[src/rtl/fhe_pkg.sv]
`default_nettype none
package fhe_pkg;

  localparam int SAMPLE_W   = 16;
  localparam int ENV_W      = 17;
  localparam int WORD_W     = 32;
  localparam int TWC_W      = 19;
  localparam int TWS_W      = 18;
  localparam int TW_W       = TWC_W + TWS_W;
  localparam int SQRT_STEPS = 32;
  localparam int STEP_W     = 5;
  localparam logic [ENV_W-1:0] ENV_MAX = 17'h1ffff;
  localparam logic [63:0]      PI_Q30  = 64'd3373259426;

  localparam logic OP_LOAD = 1'b0;
  localparam logic OP_READ = 1'b1;

  typedef enum logic [4:0] {
    ST_IDLE,
    ST_PAD,
    ST_BR_RD,
    ST_BR_WA,
    ST_BR_WB,
    ST_BF_RD,
    ST_BF_MUL,
    ST_BF_TW,
    ST_BF_WA,
    ST_BF_WB,
    ST_MD_RD,
    ST_MD_WR,
    ST_RD_SQ,
    ST_RD_SUM,
    ST_RD_SQRT,
    ST_RD_OUT
  } state_t;

  typedef enum logic [3:0] {
    DP_NOP,
    DP_READ,
    DP_MUL,
    DP_TWID,
    DP_WR_BFY_A,
    DP_WR_BFY_B,
    DP_WR_LOAD,
    DP_WR_ZERO,
    DP_WR_SWAP_A,
    DP_WR_SWAP_B,
    DP_WR_DOUBLE,
    DP_SQUARE,
    DP_SUM,
    DP_SQRT_STEP,
    DP_OUT
  } dp_op_t;

  typedef struct packed {
    dp_op_t op;
    logic   inverse;
    logic   eof;
    logic   no_data;
  } dp_cmd_t;

  typedef struct packed {
    logic out_free;
  } dp_status_t;

  // cos/sin of pi*j/2^s, Q1.17: {cos (signed 19b), sin (unsigned 18b)}
  function automatic logic [TW_W-1:0] twiddle_q17(input int unsigned j, input int unsigned s);
    logic [63:0] d, a, x, x2, ts, tc;
    logic signed [63:0] ss, sc, cq, sq, cr, sr, c, sn;
    logic neg, swp;
    d   = 64'd4 << s;
    a   = 64'd4 * 64'(j);
    neg = 1'b0;
    swp = 1'b0;
    if (a * 2 > d) begin
      a   = d - a;
      neg = 1'b1;
    end
    if (a * 4 > d) begin
      a   = (d >> 1) - a;
      swp = 1'b1;
    end
    x  = (PI_Q30 * a + (d >> 1)) >> (s + 2);
    x2 = (x * x) >> 30;
    ts = x;
    tc = 64'd1 << 30;
    ss = $signed(x);
    sc = $signed(64'd1 << 30);
    for (int n = 1; n <= 6; n++) begin
      case (n)
        1: begin ts = ((ts * x2) >> 30) / 6;   tc = ((tc * x2) >> 30) / 2;   end
        2: begin ts = ((ts * x2) >> 30) / 20;  tc = ((tc * x2) >> 30) / 12;  end
        3: begin ts = ((ts * x2) >> 30) / 42;  tc = ((tc * x2) >> 30) / 30;  end
        4: begin ts = ((ts * x2) >> 30) / 72;  tc = ((tc * x2) >> 30) / 56;  end
        5: begin ts = ((ts * x2) >> 30) / 110; tc = ((tc * x2) >> 30) / 90;  end
        default: begin ts = ((ts * x2) >> 30) / 156; tc = ((tc * x2) >> 30) / 132; end
      endcase
      if ((n % 2) == 1) begin
        ss = ss - $signed(ts);
        sc = sc - $signed(tc);
      end else begin
        ss = ss + $signed(ts);
        sc = sc + $signed(tc);
      end
    end
    cq = (sc < 0) ? 64'sd0 : sc;
    sq = (ss < 0) ? 64'sd0 : ss;
    cr = (cq + 64'sd4096) >>> 13;
    sr = (sq + 64'sd4096) >>> 13;
    c  = swp ? sr : cr;
    sn = swp ? cr : sr;
    if (neg) begin
      c = -c;
    end
    return {c[TWC_W-1:0], sn[TWS_W-1:0]};
  endfunction

endpackage
`default_nettype wire

[src/rtl/fhe_ctrl.sv]
`default_nettype none
module fhe_ctrl #(
  parameter int AW = 10
) (
  input  wire logic                clk,
  input  wire logic                rst,
  input  wire logic                in_valid,
  output logic                     in_ready,
  input  wire logic                opcode,
  input  wire logic                is_last,
  input  wire fhe_pkg::dp_status_t status,
  output fhe_pkg::dp_cmd_t         cmd,
  output logic [AW-1:0]            addr_a,
  output logic [AW-1:0]            addr_b,
  output logic [AW-2:0]            tw_idx
);
  import fhe_pkg::*;

  localparam int SW = (AW > 1) ? $clog2(AW) : 1;
  localparam int LW = $clog2(AW + 1);

  state_t           state, state_next;
  logic [AW-1:0]    cnt, cnt_next;
  logic [AW-1:0]    rp, rp_next;
  logic             fr, fr_next;
  logic [AW-1:0]    i, i_next;
  logic [AW-2:0]    b, b_next;
  logic [SW-1:0]    s, s_next;
  logic             pass_inv, pass_inv_next;
  logic [STEP_W-1:0] k, k_next;
  logic             rd_eof, rd_eof_next;
  logic             rd_nodata, rd_nodata_next;

  logic [LW-1:0]    lsz;
  logic [AW:0]      n_full;
  logic [AW-1:0]    nm1, hn;
  logic [AW-2:0]    hm1;
  logic [AW-1:0]    rev_full, rev;
  logic [AW-1:0]    bx, one_s, smask, bf_i, bf_ip;
  logic [AW-1:0]    load_idx, load_cnt;
  logic             br_done, bf_last_b, bf_last_s;

  always_comb begin
    lsz = '0;
    for (int q = 0; q < AW; q++) begin
      if (cnt[q]) lsz = LW'(q + 1);
    end
    n_full = (AW + 1)'(1) << lsz;
    nm1    = AW'(n_full - 1'b1);
    hn     = AW'(n_full >> 1);
    hm1    = (AW - 1)'((n_full >> 1) - 1'b1);
    for (int q = 0; q < AW; q++) begin
      rev_full[q] = i[AW-1-q];
    end
    rev      = rev_full >> (LW'(AW) - lsz);
    bx       = {1'b0, b};
    one_s    = AW'(1) << s;
    smask    = one_s - 1'b1;
    bf_i     = (((bx >> s) << s) << 1) | (bx & smask);
    bf_ip    = bf_i | one_s;
    tw_idx   = (AW - 1)'((bx & smask) << (SW'(AW - 1) - s));
    load_idx = (fr || (cnt == '1)) ? '0 : cnt;
    load_cnt = load_idx + 1'b1;
    br_done  = (AW'(i + 1'b1) == nm1);
    bf_last_b = (b == hm1);
    bf_last_s = (s == SW'(lsz - 1'b1));
  end

  always_ff @(posedge clk) begin
    if (rst) begin
      state     <= ST_IDLE;
      cnt       <= '0;
      rp        <= '0;
      fr        <= 1'b0;
      i         <= '0;
      b         <= '0;
      s         <= '0;
      pass_inv  <= 1'b0;
      k         <= '0;
      rd_eof    <= 1'b0;
      rd_nodata <= 1'b0;
    end else begin
      state     <= state_next;
      cnt       <= cnt_next;
      rp        <= rp_next;
      fr        <= fr_next;
      i         <= i_next;
      b         <= b_next;
      s         <= s_next;
      pass_inv  <= pass_inv_next;
      k         <= k_next;
      rd_eof    <= rd_eof_next;
      rd_nodata <= rd_nodata_next;
    end
  end

  always_comb begin
    state_next     = state;
    cnt_next       = cnt;
    rp_next        = rp;
    fr_next        = fr;
    i_next         = i;
    b_next         = b;
    s_next         = s;
    pass_inv_next  = pass_inv;
    k_next         = k;
    rd_eof_next    = rd_eof;
    rd_nodata_next = rd_nodata;
    cmd            = '{op: DP_NOP, inverse: pass_inv, eof: rd_eof, no_data: rd_nodata};
    addr_a         = i;
    addr_b         = rev;
    in_ready       = 1'b0;

    unique case (state) inside
      ST_IDLE: begin
        in_ready = 1'b1;
        if (in_valid) begin
          if (opcode == OP_LOAD) begin
            cmd.op   = DP_WR_LOAD;
            addr_a   = load_idx;
            cnt_next = load_cnt;
            fr_next  = 1'b0;
            rp_next  = '0;
            if (is_last || (load_cnt == '1)) begin
              i_next     = load_cnt;
              pass_inv_next = 1'b0;
              state_next = ST_PAD;
            end
          end else if (!fr) begin
            rd_nodata_next = 1'b1;
            rd_eof_next    = 1'b0;
            state_next     = ST_RD_OUT;
          end else begin
            rd_nodata_next = 1'b0;
            rd_eof_next    = ((AW + 1)'(rp) + 1'b1) >= (AW + 1)'(cnt);
            cmd.op         = DP_READ;
            addr_a         = rp;
            state_next     = ST_RD_SQ;
          end
        end
      end
      ST_PAD: begin
        cmd.op = DP_WR_ZERO;
        if (i == nm1) begin
          i_next     = '0;
          state_next = ST_BR_RD;
        end else begin
          i_next = i + 1'b1;
        end
      end
      ST_BR_RD, ST_BR_WA, ST_BR_WB: begin
        if (state == ST_BR_RD) cmd.op = DP_READ;
        else if (state == ST_BR_WA) cmd.op = DP_WR_SWAP_A;
        else cmd.op = DP_WR_SWAP_B;
        if ((state == ST_BR_RD) && (i < rev)) begin
          state_next = ST_BR_WA;
        end else if (state == ST_BR_WA) begin
          state_next = ST_BR_WB;
        end else if (br_done) begin
          i_next     = '0;
          b_next     = '0;
          s_next     = '0;
          state_next = ST_BF_RD;
        end else begin
          i_next     = i + 1'b1;
          state_next = ST_BR_RD;
        end
      end
      ST_BF_RD: begin
        cmd.op     = DP_READ;
        addr_a     = bf_i;
        addr_b     = bf_ip;
        state_next = ST_BF_MUL;
      end
      ST_BF_MUL: begin
        cmd.op     = DP_MUL;
        state_next = ST_BF_TW;
      end
      ST_BF_TW: begin
        cmd.op     = DP_TWID;
        state_next = ST_BF_WA;
      end
      ST_BF_WA: begin
        cmd.op     = DP_WR_BFY_A;
        addr_a     = bf_i;
        addr_b     = bf_ip;
        state_next = ST_BF_WB;
      end
      ST_BF_WB: begin
        cmd.op     = DP_WR_BFY_B;
        addr_a     = bf_i;
        addr_b     = bf_ip;
        state_next = ST_BF_RD;
        if (!bf_last_b) begin
          b_next = b + 1'b1;
        end else begin
          b_next = '0;
          if (!bf_last_s) begin
            s_next = s + 1'b1;
          end else if (!pass_inv) begin
            i_next     = AW'(1);
            state_next = ST_MD_RD;
          end else begin
            fr_next    = 1'b1;
            rp_next    = '0;
            state_next = ST_IDLE;
          end
        end
      end
      ST_MD_RD: begin
        cmd.op     = DP_READ;
        state_next = ST_MD_WR;
      end
      ST_MD_WR: begin
        cmd.op = (i < hn) ? DP_WR_DOUBLE : DP_WR_ZERO;
        if (i == nm1) begin
          i_next        = '0;
          pass_inv_next = 1'b1;
          state_next    = ST_BR_RD;
        end else begin
          i_next     = i + 1'b1;
          state_next = ST_MD_RD;
        end
      end
      ST_RD_SQ: begin
        cmd.op     = DP_SQUARE;
        state_next = ST_RD_SUM;
      end
      ST_RD_SUM: begin
        cmd.op     = DP_SUM;
        k_next     = '0;
        state_next = ST_RD_SQRT;
      end
      ST_RD_SQRT: begin
        cmd.op = DP_SQRT_STEP;
        k_next = k + 1'b1;
        if (k == STEP_W'(SQRT_STEPS - 1)) state_next = ST_RD_OUT;
      end
      ST_RD_OUT: begin
        if (status.out_free) begin
          cmd.op     = DP_OUT;
          state_next = ST_IDLE;
          if (!rd_nodata) begin
            if (rd_eof) begin
              fr_next  = 1'b0;
              cnt_next = '0;
              rp_next  = '0;
            end else begin
              rp_next = rp + 1'b1;
            end
          end
        end
      end
      default: state_next = ST_IDLE;
    endcase
  end

endmodule
`default_nettype wire

[config.mk]
export PLATFORM = sky130hd
export DESIGN_NAME = fhe_ctrl
export DESIGN_NICKNAME = d
export VERILOG_FILES = /design/src/rtl/fhe_pkg.sv /design/src/rtl/fhe_ctrl.sv
export SDC_FILE = /design/constraint.sdc
export NUM_CORES = 1
export LEC_CHECK = 0
export BUFFER_PORTS_ARGS = -buffer_cell sky130_fd_sc_hd__buf_4
export CAP_MARGIN = 20
export CORE_MARGIN = 1.5
export CORE_UTILIZATION = 55
export DETAILED_ROUTE_END_ITERATION = 10
export GPL_ROUTABILITY_DRIVEN = 1
export GPL_TIMING_DRIVEN = 1
export PLACE_DENSITY = 0.78
export SLEW_MARGIN = 15
export SYNTH_ARGS = -nofsm -noshare
export SYNTH_HDL_FRONTEND = slang
export SYNTH_SLANG_ARGS = --single-unit
[constraint.sdc]
create_clock -name clk -period 5.8 [get_ports clk]
set_input_delay 0.58 -clock clk [delete_from_list [all_inputs] [get_ports clk]]
set_output_delay 0.58 -clock clk [all_outputs]
set_load 0.02 [all_outputs]
* Word level (Yosys, flattened, before mapping)
Index checks and enable logic that the tools add are counted.
** Operators by class
- Multiply operators :: 0
- Reduce and logical (&&, ||, !) cells :: 23
- Multiplexer cells :: 94
- Add/subtract/negate cells :: 13
- Divide/modulo/power cells :: 0
- Shift-type cells :: 6
- Bitwise operators :: 3
- Order comparisons :: 3
- Eq/ne operators :: 40
** Operators by type and width (count)
- two-way mux 10 bit :: 28
- one-hot mux 5 bit (14 select lines) :: 1
- two-way mux 4 bit :: 17
- one-hot mux 4 bit (13 select lines) :: 1
- equality test 5 x 4 -> 1 bit, second input constant :: 8
- one-hot mux 10 bit (2 select lines) :: 2
- one-hot mux 10 bit (4 select lines) :: 1
- two-way mux 9 bit :: 4
- adder 10 x 1 -> 10 bit, second input constant :: 3
- two-way mux 5 bit :: 6
- one-hot mux 10 bit (3 select lines) :: 1
- inequality test 2 bit, second input constant :: 13
- two-way mux 3 bit :: 7
- equality test 10 bit :: 2
- equality test 10 bit, second input constant :: 2
- equality test 5 x 3 -> 1 bit, second input constant :: 4
- less-than comparator 10 bit :: 2
- bitwise OR 10 bit :: 2
- left shift 10 x 4 -> 9 bit :: 2
- subtractor 10 x 1 -> 10 bit, second input constant :: 2
- two-way mux 1 bit :: 18
- one-hot mux 9 bit (2 select lines) :: 1
- AND reduction 9 bit :: 2
- AND reduction 6 bit :: 2
- 37 further kinds :: 51
** Storage, ports and cells
- Latch bits :: 0
- Memory bits (read-only) :: 0
- Flip-flop bits (word level) :: 57
- Output and inout port bits :: 37
- Input bits :: 6
- Word-level logic and storage cells :: 193
- RAM bits :: 0
- Memories :: 0

* Longest topological paths before layout
Gate-level depths: netlist of the first run.
- Depth in word-level cells :: 17
- Depth in mapped cells :: 23
- Gate-level depth less buffers :: 20

* Least setup slack after synthesis of the first run
Ideal clock, no wire load.
- Kind :: register to register
- Start :: register cnt[4]
- End :: register i[3]
- Clock period less this slack :: 5.374 ns
- Library setup time :: 0.125 ns
- Cell stages (with the launch flop) :: 23
- Path buffers :: 5
- Slack :: 0.426 ns
- Required time :: 5.675 ns
- Data arrival time :: 5.249 ns
- Cells stage by stage :: dfxtp_1 > clkbuf_1 > inv_2 > a221oi_1 > o21ai_1 > buf_2 > inv_1 > ha_1 > clkbuf_1 > nand4_1 > ha_1 > clkbuf_1 > nor2b_1 > and4_1 > o31ai_1 > nand2_1 > or4_1 > or4_4 > o21ai_2 > o211ai_4 > buf_6 > a221oi_1 > nand2_1
** On the way
- Cells in the longest elaborated chain, start to end :: 13
- Elaborated cells between the ends (all ways) :: 37
- Classes of those cells :: add/sub: 5; order compare: 1; eq/ne: 10; shift: 2; mux: 15; reduce/logical: 4
** Ends and longest elaborated chain
- start: declaration :: line fhe_ctrl.sv:23 : logic [AW-1:0] cnt, cnt_next;
- start signal: assignment :: line fhe_ctrl.sv:84 : cnt <= cnt_next;
- parallel branches: the longest is 13 deep, another holds less-than comparator 10 bit
- end signal: assignment :: line fhe_ctrl.sv:87 : i <= i_next;
- end: declaration :: line fhe_ctrl.sv:26 : logic [AW-1:0] i, i_next;
Parallel ways; which one is timed is not known. The select of a mux whose other input is x is not followed.
A chain may end at the register's enable or synchronous reset.

* Worst setup path in the final report of the first run
- Start :: register cnt[3]
- End :: register i[2]
** On the way
- Cells in the longest elaborated chain, start to end :: 14
- Elaborated cells between the ends (all ways) :: 38
- Classes of those cells :: add/sub: 5; order compare: 1; eq/ne: 10; shift: 2; mux: 16; reduce/logical: 4
** Ends and longest elaborated chain
- parallel branches: the longest is 14 deep, another holds less-than comparator 10 bit
Parallel ways; which one is timed is not known. The select of a mux whose other input is x is not followed.

==> results.sh, run 1 <==
export IMPL_syn_area_um2=7340
export IMPL_routabilityCongestion=1.01
export IMPL_start_util=0.559
export IMPL_ys_seq_area_frac=0.153
export IMPL_synthCells=1048
export IMPL_route_detailed_drc=0
export IMPL_cellLeakagePower_nw=2.98
export IMPL_slew_headroom=0.375
export IMPL_finalWorstSetupSlack_ps=305
export IMPL_worstMarginPinSlew_ps=937
export IMPL_root_buffer="clkbuf_16"
export IMPL_vias=8050
export IMPL_postRouteWirelength_um=23400
export IMPL_synth_common_cells="nor2_1 (107), nand2_1 (100), a21oi_1 (92)"
export IMPL_hold_viol_final=0
export IMPL_placed_cell_area_um2=7640
export IMPL_ys_flop_type="dfxtp_1"
export IMPL_cp_end_kind="register"
export IMPL_syn2layout_area_growth_pct=6.33
export IMPL_core_area_um2=13100
export IMPL_p_seq_frac=0.214
export IMPL_grt_pass1_vias=7179
export IMPL_hold_buffers=0
export IMPL_utilization=0.594
export IMPL_dp_cells=1199
export IMPL_fmax_mhz=182
export IMPL_use_met2=0.503
export IMPL_synth_edf_count=0
export IMPL_cts_buffers=5
export IMPL_setup_viol_count_final=0
export IMPL_top_usage_layer="met2"
export IMPL_worstPathArrival_ps=5700
export IMPL_die_area_um2=14000
export IMPL_setup_tns_ps=0
export IMPL_p_int_mw=1.16
export IMPL_num_rows=42
export IMPL_dr_pass1_iters=6
export IMPL_overflow=0
export IMPL_crit_reg2reg_launch="cnt[3]"
export IMPL_stdcell_area_um2=7800
export IMPL_drive_above_1_share=0.107
export IMPL_wire_per_inst_um=19.4
export IMPL_hpwl_um=16900
export IMPL_power_density_nw_per_um2=310
export IMPL_n_antenna_cell=0
export IMPL_ys_top_cells_by_area="dfxtp_1 (15%), ha_1 (9.0%), a21oi_1 (6.3%)"
export IMPL_fillers=1269
export IMPL_met1_usage=0.472
export IMPL_crit_type="reg -> reg"
export IMPL_grt_total_usage=0.332
export IMPL_drv_cap=0
export IMPL_drt_iter0_drc=1005
export IMPL_startpoint="cnt[3]"
export IMPL_dpl_worst_slack_ps=303
export IMPL_grt_pass1_wl_um=38000
export IMPL_total_power_mw=2.41
export IMPL_drtAntennaViolNets=0
export IMPL_clkSlewWorstSetupHoldPaths_ps=90
export IMPL_clockBufferDepth=2
export IMPL_finClkSkew_ps=9.27
export IMPL_h_tree_depth=2
export IMPL_synth_warning_count=0
export IMPL_synth_top_cell_by_area="dfxtp_1"
export IMPL_clockPowerShare=0.141
export IMPL_clock_latency_ps=320
export IMPL_die_w_um=119
export IMPL_antenna_found_initial=0
export IMPL_fin_crit_ps=5490
export IMPL_synth_cell_types=84
export IMPL_finalCritPeriodShare=0.947
export IMPL_startpoint_type="register"
export IMPL_ys_seq_elements=56
export IMPL_vias_per_cell=6.67
export IMPL_holdCritStartpoint="rp[1]"
export IMPL_rsz0062_at_grt="false"
export IMPL_whs_ps=496
export IMPL_p_sw_frac=0.518
export IMPL_p_comb_frac=0.645
export IMPL_synth_fp_nets=1107
export IMPL_met3_usage=0.0618
export IMPL_cp_required_ps=6010
export IMPL_cts_sinks=56
export IMPL_ys_async_sr_fraction=0
export IMPL_worst_path_max_fanout=15
export IMPL_io_pins=43
export IMPL_switchingPower_mw=1.25
export IMPL_netlist_area_leader_share=0.153
export IMPL_hold_class="reg -> reg"
export IMPL_fin_cells=1207
export IMPL_status="finished, final reports clean"
export IMPL_grt_start_max_net_pins=63
export IMPL_syn_mean_instance_area_um2=7.00
export IMPL_synth_most_common_cell="nor2_1"
export IMPL_io_buffer_count=42
export IMPL_die_h_um=119
export IMPL_slew_violations=0
export IMPL_irDropWorstVdd_mv=0.288
export IMPL_nets=1089
export IMPL_cts_tree="done"
## power groups by stage
stage	logic (mW)	clock network (mW)	registers, mW
6_report	1.56	0.341	0.517
5_1_grt	1.70	0.356	0.523
4_1_cts	1.53	0.344	0.509
3_5_place_dp	1.52	0	0.518
3_3_place_gp	1.51	0	0.519
2_1_floorplan	1.19	0	0.446
## cell type report
class	instances	area [µm²]	share of cell area
clock buffer	5	125	0.0160
clock inverter	3	28.8	0.00369
inverter	41	154	0.0197
multi-input combinational	864	5690	0.729
sequential	56	1120	0.144
tap	176	220	0.0282
timing repair buffer	62	465	0.0597
## cells by family after synthesis
logic type,share of synthesized area
fa+ha+maj,0.0904
simple gates,0.285
flops,0.153
compound gates,0.294
xor+xnor,0.0609
buf+inv,0.0737
mux,0.0433
## placed cells by master (no fill, tap or decap), drive strengths merged, types with 7 or more instances in the layout
| cell | instances |
|---|---|
| o21ai | 68 |
| a21o | 11 |
| nor4 | 11 |
| nor2b | 15 |
| ha | 53 |
| buf | 62 |
| a211oi | 16 |
| and2 | 11 |
| and3 | 16 |
| inv | 39 |
| xnor2 | 35 |
| nand4 | 10 |
| xor2 | 16 |
| a311oi | 8 |
| a22oi | 15 |
| a41oi | 7 |
| o21a | 12 |
| nand2 | 100 |
| a21oi | 92 |
| a31oi | 14 |
| mux2i | 16 |
| dfxtp | 56 |
| o211ai | 15 |
| nand2b | 19 |
| a221oi | 11 |
| nor2 | 108 |
| nor3 | 28 |
| or3 | 10 |
| nand3 | 47 |
| nand3b | 10 |
## state kept, by name, summed over array words and instances (netlist names)
signal     cells
b              9
cnt           10
fr             1
i             10
k              5
pass_inv       1
rd_eof         1
rd_nodata      1
rp            10
s              4
state          4
## metal layers
layer,part of all wire,up-vias
li1,-,3816
met1,0.43,3756
met2,0.44,412
met3,0.095,66
met4,0.033,0
met5,0,-
## timing repair
| action | 4_1_cts | 5_1_grt |
|---|---|---|
| resized for setup | 0 | 6 |
| setup endpoints to repair | 0 | 12 |
| buffers inserted | 0 | 0 |
## critical path: stages, from the launching register on
cell and delay (ps):
dfxtp_1 550, a221oi_1 170, buf_4 180, o21ai_1 510, ha_1 310, ha_1 360
or4b_1 550, ha_1 370, inv_1 160, nand3_1 90, o2111ai_1 170, nor2_1 90
or4_1 500, or4_4 550, o21ai_2 110, o211ai_4 210, nor4b_1 210, a211o_1 280
## path summary, 6_finish.rpt
kind         cells after the start    end  slack (ps)
max reg2reg                     17   i[2]         310
min                              2  rp[1]         500
max                             17   i[2]         310
min reg2reg                      2  rp[1]         500
Note: power is estimated with default switching activity, not from simulation.
==> run 2, diff against run 1 <==
--- a/config.mk
+++ b/config.mk
@@ -9,9 +9,9 @@
 export CAP_MARGIN = 20
 export CORE_MARGIN = 1.5
-export CORE_UTILIZATION = 55
+export CORE_UTILIZATION = 40
 export DETAILED_ROUTE_END_ITERATION = 10
 export GPL_ROUTABILITY_DRIVEN = 1
 export GPL_TIMING_DRIVEN = 1
-export PLACE_DENSITY = 0.78
+export PLACE_DENSITY = 0.61
 export SLEW_MARGIN = 15
 export SYNTH_ARGS = -nofsm -noshare
==> constraint.sdc (replaced) <==
create_clock -name clk -period 5.8 [get_ports clk]
set_input_delay 1.45 -clock clk [delete_from_list [all_inputs] [get_ports clk]]
set_output_delay 1.45 -clock clk [all_outputs]
set_load 0.02 [all_outputs]
==> results.sh, run 2 (same netlist as run 1, synthesis figures left out) <==
export IMPL_status="complete, but fails checks"
export IMPL_failed_checks="design-rule violations"
export IMPL_irDropWorstVdd_mv=0.221
export IMPL_nets=1092
export IMPL_num_rows=49
export IMPL_reg_top3="cnt: 10 flops, i: 10 flops, rp: 10 flops"
export IMPL_start_util=0.409
export IMPL_hold_buffers=0
export IMPL_core_area_um2=18000
export IMPL_placed_cell_area_um2=7730
export IMPL_startpoint_type="register"
export IMPL_postRouteWirelength_um=24100
export IMPL_cts_tree="done"
export IMPL_power_density_nw_per_um2=309
export IMPL_total_power_mw=2.43
export IMPL_vias=7894
export IMPL_final_cell_mix="nor2_1 (107), nand2_1 (100), a21oi_1 (91)"
export IMPL_root_buffer="clkbuf_16"
export IMPL_drt_iter0_drc=784
export IMPL_crit_type="reg -> out"
export IMPL_antenna_found_initial=0
export IMPL_hold_class="reg -> reg"
export IMPL_cts_sinks=56
export IMPL_drtAntennaViolNets=0
export IMPL_cellLeakagePower_nw=3.00
export IMPL_setup_tns_ps=0
export IMPL_vias_per_cell=6.25
export IMPL_io_pins=43
export IMPL_crit_reg2reg_launch="cnt[4]"
export IMPL_worstPathArrival_ps=4070
export IMPL_grt_total_usage=0.246
export IMPL_hold_viol_final=0
export IMPL_grt_start_max_net_pins=63
export IMPL_finalWorstSetupSlack_ps=282
export IMPL_wire_per_inst_um=19.1
export IMPL_route_detailed_drc=1
export IMPL_worst_path_max_fanout=12
export IMPL_finalCritPeriodShare=0.951
export IMPL_startpoint="cnt[4]"
export IMPL_die_w_um=138
export IMPL_dr_pass1_iters=8
export IMPL_fmax_mhz=181
export IMPL_layout_commonest_cell="nor2_1"
export IMPL_syn2layout_area_growth_pct=7.45
export IMPL_die_h_um=138
export IMPL_drv_cap=0
export IMPL_grt_pass1_wl_um=38700
export IMPL_rsz0062_at_grt="false"
export IMPL_cts_buffers=5
export IMPL_setup_viol_count_final=0
export IMPL_worstMarginPinSlew_ps=899
export IMPL_cp_end_kind="output pin"
export IMPL_h_tree_depth=2
export IMPL_n_antenna_cell=0
export IMPL_fin_crit_ps=5520
export IMPL_routabilityCongestion=0.979
export IMPL_whs_ps=493
export IMPL_drive_above_1_share=0.107
export IMPL_io_buffer_count=42
export IMPL_holdCritStartpoint="rp[1]"
export IMPL_clock_latency_ps=320
export IMPL_die_area_um2=19200
export IMPL_hpwl_um=17600
export IMPL_grt_pass1_vias=7010
export IMPL_finClkSkew_ps=6.42
export IMPL_stdcell_area_um2=7890
export IMPL_clkSlewWorstSetupHoldPaths_ps=80
export IMPL_dpl_worst_slack_ps=468
export IMPL_slew_headroom=0.400
export IMPL_slew_violations=0
export IMPL_clockBufferDepth=2
export IMPL_cp_required_ps=4350
export IMPL_overflow=0
==> run 2: worst paths after layout <==
| kind | slack (ps) | depth (start not counted) | end |
|---|---|---|---|
| setup / recovery | 280 | 16 | cmd[5] |
| hold / removal | 490 | 2 | rp[1] |
| setup reg to reg | 430 | 19 | b[1] |
| hold reg to reg | 490 | 2 | rp[1] |
==> run 2: power breakdown <==
group	total [mW]	internal [mW]	switching, mW
logic	1.60	0.589	1.01
registers	0.489	0.413	0.0751
clock network	0.346	0.168	0.178
total	2.43	1.17	1.26
==> run 2: critical path: stages, from the launching register on <==
cell and delay [ps]:
dfxtp_1 580, inv_2 130, a221oi_1 300, buf_4 180, o21ai_1 130, inv_1 210
ha_1 220, inv_1 120, o41a_1 410, o21a_1 170, o21a_1 160, o21a_1 160
o21a_1 160, o21ai_0 210, a21oi_2 150, a211o_1 290, buf_4 150
==> run 2: area by class of cell <==
type,count,area (µm²)
multi-input cells,864,5680
inverters,41,154
fillers,1887,10100
clock buffers,5,125
repair buffers,65,488
well taps,229,287
clock inverters,3,28.8
flip-flops and latches,56,1120
==> run 2: per-layer routing <==
metal  track usage  vias up  share of wire
met2         0.389      318           0.46
met4        0.0676        0          0.017
met5             0        -              0
li1              -     3823              -
met3        0.0367       27          0.077
met1         0.347     3726           0.45
==> run 2: repair_timing <==
item	CTS	global route
endpoints found under the setup margin	0	5
setup buffers	0	0
resized for setup	0	3
==> run 2: through the flow <==
stage                      util  instances
after detailed placement  0.430       1255
after floorplan               -       1048
after global routing      0.439       1263
final                     0.439       1263
after CTS                 0.439       1263
after global placement    0.430       1255
